[src/bss_pkg.sv]
// Shared types, constants and helpers for the bounded sorted set block.
package bss_pkg;

  localparam int Depth      = 64;
  localparam int DataW      = 32;
  localparam int CapW       = 7;
  localparam int IdxW       = $clog2(Depth);
  localparam int CntW       = $clog2(Depth + 1);
  localparam int MinForSpan = 2;

  typedef enum logic {
    ReqAdd  = 1'b0,
    ReqRead = 1'b1
  } req_e;

  typedef enum logic [2:0] {
    StatInserted  = 3'd0,
    StatDuplicate = 3'd1,
    StatFull      = 3'd2,
    StatReadOk    = 3'd3,
    StatReadOor   = 3'd4
  } status_e;

  typedef enum logic [1:0] {
    StIdle,
    StExec,
    StFin
  } state_e;

  // Word broadcast to every cell of the chain.
  typedef struct packed {
    logic             ins;
    logic [DataW-1:0] val;
  } bss_bcast_t;

  // What one cell shows its right-hand neighbor and the controller.
  typedef struct packed {
    logic             valid;
    logic             lt;
    logic             eq;
    logic             fresh;
    logic [DataW-1:0] val;
  } bss_cell_t;

  // Neighbor gaps around a freshly inserted element.
  typedef struct packed {
    logic             lo_hit;
    logic [DataW-1:0] lo;
    logic             hi_hit;
    logic [DataW-1:0] hi;
  } bss_gap_t;

  // Flip the sign bit so an unsigned compare orders signed values.
  function automatic logic [DataW-1:0] order_key(input logic [DataW-1:0] v);
    order_key = {~v[DataW-1], v[DataW-2:0]};
  endfunction

endpackage

[src/bss_cell.sv]
// One slot of the sorted insertion chain: holds one element and shifts right on insert.
module bss_cell
  import bss_pkg::*;
(
  input  logic       clk_i,
  input  logic       rst_ni,
  input  bss_bcast_t bcast_i,
  input  bss_cell_t  left_i,
  input  logic       right_valid_i,
  output bss_cell_t  cell_o,
  output bss_gap_t   gap_o,
  output logic [DataW-1:0] last_val_o
);

  logic             valid_q, valid_d;
  logic             fresh_q, fresh_d;
  logic [DataW-1:0] val_q, val_d;
  logic             lt;
  logic [DataW-1:0] diff;

  assign lt   = valid_q && (order_key(val_q) < order_key(bcast_i.val));
  assign diff = val_q - left_i.val;

  always_comb begin
    valid_d = valid_q;
    fresh_d = fresh_q;
    val_d   = val_q;
    if (bcast_i.ins) begin
      if (lt) begin
        fresh_d = 1'b0;
      end else if (left_i.lt) begin
        // insertion point: take the new word
        valid_d = 1'b1;
        fresh_d = 1'b1;
        val_d   = bcast_i.val;
      end else begin
        // advance the left neighbor's word
        valid_d = left_i.valid;
        fresh_d = 1'b0;
        val_d   = left_i.val;
      end
    end
  end

  always_ff @(posedge clk_i or negedge rst_ni) begin
    if (!rst_ni) begin
      valid_q <= 1'b0;
      fresh_q <= 1'b0;
    end else begin
      valid_q <= valid_d;
      fresh_q <= fresh_d;
    end
  end

  always_ff @(posedge clk_i) begin
    val_q <= val_d;
  end

  assign cell_o.valid = valid_q;
  assign cell_o.lt    = lt;
  assign cell_o.eq    = valid_q && (val_q == bcast_i.val);
  assign cell_o.fresh = fresh_q;
  assign cell_o.val   = val_q;

  assign gap_o.lo_hit = fresh_q && left_i.valid;
  assign gap_o.lo     = (fresh_q && left_i.valid) ? diff : '0;
  assign gap_o.hi_hit = left_i.fresh && valid_q;
  assign gap_o.hi     = (left_i.fresh && valid_q) ? diff : '0;

  assign last_val_o = (valid_q && !right_valid_i) ? val_q : '0;

endmodule

[config.mk]
export PLATFORM = sky130hd
export DESIGN_NAME = bss_cell
export DESIGN_NICKNAME = d
export VERILOG_FILES = /design/src/bss_pkg.sv /design/src/bss_cell.sv
export SDC_FILE = /design/constraint.sdc
export NUM_CORES = 1
export LEC_CHECK = 0
export BUFFER_PORTS_ARGS = -buffer_cell sky130_fd_sc_hd__buf_2
export CORE_AREA = 3 3 143 76
export CTS_BUF_LIST = sky130_fd_sc_hd__clkbuf_4 sky130_fd_sc_hd__clkbuf_8
export CTS_CLUSTER_SIZE = 16
export DETAILED_ROUTE_END_ITERATION = 8
export DIE_AREA = 0 0 146 79
export GPL_TIMING_DRIVEN = 0
export PLACE_DENSITY_LB_ADDON = 0.25
export SYNTH_ARGS = -nofsm -noshare
export SYNTH_HDL_FRONTEND = slang
export SYNTH_SLANG_ARGS = --single-unit
[constraint.sdc]
create_clock -name clk_i -period 4.6 [get_ports clk_i]
set_clock_uncertainty 0.2 [all_clocks]
set_input_delay 0.46 -clock clk_i [delete_from_list [all_inputs] [get_ports clk_i]]
set_output_delay 0.46 -clock clk_i [all_outputs]
set_load 0.1 [all_outputs]
==> summary.md <==
| Metric | Value |
|---|---|
| Status | finished clean |
| DR WL/cell | approximately 16 um |
| First-pass GRT wire length | about 26 mm |
| CTS tree | yes |
| Maximum clock rate | 243 MHz |
| Total Routing Usage GR | 0.274 |
| NetSw | roughly 2.1 mW |
| Post-cts sizing count | 0 |
| Share of cells above drive strength 1 | 0.288 |
| Clk pwr share | 0.079 |
| IO Pins | 206 |
| Final nets | 989 |
| Startpoint types | flip-flop |
| Power per cell area | 500 nW/um^2 |
| Max Cap Violations | 0 |
| VDD IR max | 0.296 mV |
| DRC | 0 |
| Slew Viols, Final | 0 |
| Die area | 11,500 sq um |
| Initial Util | 0.503 |
| Mapped Cells | 641 |
| Die Ht | 79 um |
| Synth-to-Final Area Change | 27.9% |
| Crit-path cells | inv_1 > ha_1 > inv_1 > fa_1 > a211oi_1 > o21ai_1 > a31oi_1 > nand2b_1 > a21boi_0 > xnor2_1 > nor2_1 > buf_2 |
| WHS Path Cells | 2 |
| Prevailing post-synth register cell | edfxtp_1 |
| Logic pwr share | 0.776 |
| EDFF count, synth | 32 |
| Clock slew at reported path FFs | 0.08 ns |
| CP Max Fanout | 3 |
| Via density | 5.57 |
| Inserted Clock Buffers | 5 |
| Fin Hold WS | ~0.2 ns |
| Sequential element share of the synthesized area | 0.212 |
| Grt total ovfl | 0 |
| CP Buf/Inv Count | 3 |
| Slew @ Worst Pin | roughly 0.78 ns |
| Via count | 5,511 |
| Sequential power share | 0.145 |
| Arr. time, crit path | around 3.5 ns |
| Mapped Area | 4770 sq um |
| Worst hold path type | in -> reg |
| Largest net degree at the start of global routing | 27 |
| Total number of yosys warnings | 0 |
| Unrepaired setup endpoints after global routing | no |
| FFs w/ async S/R, synth | 0.0588 |
| CTS max path bufs | 2 |
| Leak | 3.16 nW |
| Internal power | 959 uW |
| Core Box Area | 9480 sq um |
| Slew headroom | 0.479 |
| Vias in the first global route | 5,232 |
| Number of cells on the critical path | 12 |
| Reg2reg path depth | 8 |
| Crit. End Element | output pin |
| CP most frequent cell | inv_1 |
| Final GP Congestion | between 0.9 and 1 |
| WP data required | 3.94 ns |
| Net Count, Synth | 777 |
| FP Rows | 25 |
| DRT iter0 DRCs | 418 |
| CP top delay family | compound AO/OA/AOI/OAI gates |
| Period utilization | 0.894 |
| Synth cell types | 72 |
| PortBufs | 203 |
| Sw frac | 0.686 |
| CP max-delay cell | buf_2 |
| Number of routed nets with antenna violations | 0 |
| Die X-Extent | approximately 150 um |
| Drt total wl | 16.0 mm |
| Endpoints failing hold | 0 |
| Initial antenna violation count | 0 |
| Yosys reg bits | 34 |
| Final Setup Violations | 0 |
| HPWL Detailed | 13.2 mm |
| Setup Crit Path Kind | reg -> out |
| Max incr delay on CP | 0.44 ns |
| Clock root cell | clkbuf_8 |
| Avg Inst Size Synth | around 7.4 sq um |
| Clock sinks | 34 |
| Total power | 3.05 mW |
| Clk Latency, worst-skew pair | roughly 0.30 ns |
| Htree depth | 2 |
| Final Util | 0.643 |
| Post-route minimum period | ~4.1 ns |
| Drt pass-1 iters | 5 |
-- timing repair --
item,4_1_cts,5_1_grt
setup endpoints to repair,0,0
setup buffers,0,0
hold buffers,1,0
endpoints found under the hold margin,2,0
-- layout by cell type (no fill, tap or decap), types with 6 or more instances in the layout --
cell type / n
a21o_1: 9
a21oi_1: 40
and2_1: 32
buf_2: 204
clkbuf_1: 21
edfxtp_1: 32
ha_1: 63
inv_1: 72
nand2_1: 67
nand2b_1: 6
nand3_1: 8
nand4_1: 17
nor2_1: 74
nor3_1: 8
o211ai_1: 10
o21ai_0: 47
xnor2_1: 12
xor2_1: 13
-- stage by stage --
stage / area, sq um / setup slack (ns) / setup TNS (ns) / cells
6_report: 6100 / 0.487 / 0 / 989
2_1_floorplan: 4790 / -0.496 / -0.991 / 641
5_1_grt: 6090 / 0.214 / 0 / 988
3_5_place_dp: 6000 / 0.833 / 0 / 980
3_3_place_gp: 5980 / 0.435 / 0 / 979
4_1_cts: 6090 / 0.543 / 0 / 988
-- flip-flops by register name (all words and copies together), names as in the netlist --
register  flops
fresh_q       1
val_q        32
valid_q       1
-- final cells by class --
cell class,count,area [sq um]
diodes,1,2.50
plain buffers,29,135
clock buffers,7,83.8
fillers,905,3380
inverters,74,278
multi-input cells,504,3370
flip-flops and latches,34,1010
well taps,135,169
repair buffers,205,1050
-- worst register-to-register path, cell delays in order, from the launching register on --
cell and delay [ns]:
edfxtp_1 0.47, ha_1 0.34, nand4_1 0.17, or4_1 0.65, a21oi_1 0.16, o311a_1 0.24
nor3_2 0.09, nor2b_4 0.29, buf_12 0.25
-- routing by layer --
metal  global-route usage  vias to the layer above  routed length (um)
met4               0.0769                        0                 389
li1                     -                     2693                   -
met1                0.354                     2555                7060
met3               0.0627                       32                1360
met5                    0                        -                   0
met2                0.465                      231                7230
-- synth_stat cells (all sizes together), types with 7 or more instances --
cell type  count  area, sq um
clkbuf        23         88.8
o211ai        10         75.1
o21ai         51          255
edfxtp        32          961
nor2          79          299
xnor2         12          105
nor3           9         50.1
nand3          8         40.0
a21o           9         67.6
a21oi         43          219
and2          32          200
nor4           7         50.1
ha            63          788
nand4         18          128
nand2         68          258
xor2          13          114
inv           73          274
-- power by group through the flow --
stage	Sequential, mW	Clock [mW]	Combinational, mW
after floorplan	0.687	0	1.72
after global placement	0.449	0	2.32
after detailed placement	0.448	0	2.35
after CTS	0.442	0.241	2.36
after global routing	0.448	0.257	2.49
final	0.443	0.241	2.37
-- path summary, 6_finish.rpt --
check / from / slack (ns) / end
worst max register to register: val_q[15]$_DFFE_PP_ / 1.43 / val_q[1]$_DFFE_PP_
min in group asynchronous: rst_ni / 0.29 / valid_q$_DFFE_PN0P_
max in group asynchronous: rst_ni / 3.81 / fresh_q$_DFFE_PN0P_
worst min register to register: fresh_q$_DFFE_PN0P_ / 0.43 / fresh_q$_DFFE_PN0P_
worst min-delay path: bcast_i[32] / 0.20 / fresh_q$_DFFE_PN0P_
worst max-delay path: val_q[0]$_DFFE_PP_ / 0.49 / gap_o[63]
-- logic make-up (layout without fill, tap and decap cells) --
family	after synthesis	in the layout	share of synthesized area
and+or+nand+nor	253	253	0.262
xor gates and xnor gates	25	25	0.0459
other	0	1	0
buffers and inverters	103	315	0.0866
muxes	3	3	0.00682
DFF	34	34	0.212
adders and majority gates	64	64	0.170
AOI/OAI and AO/OA	159	159	0.217
Note: power is estimated with default switching activity, not from simulation.
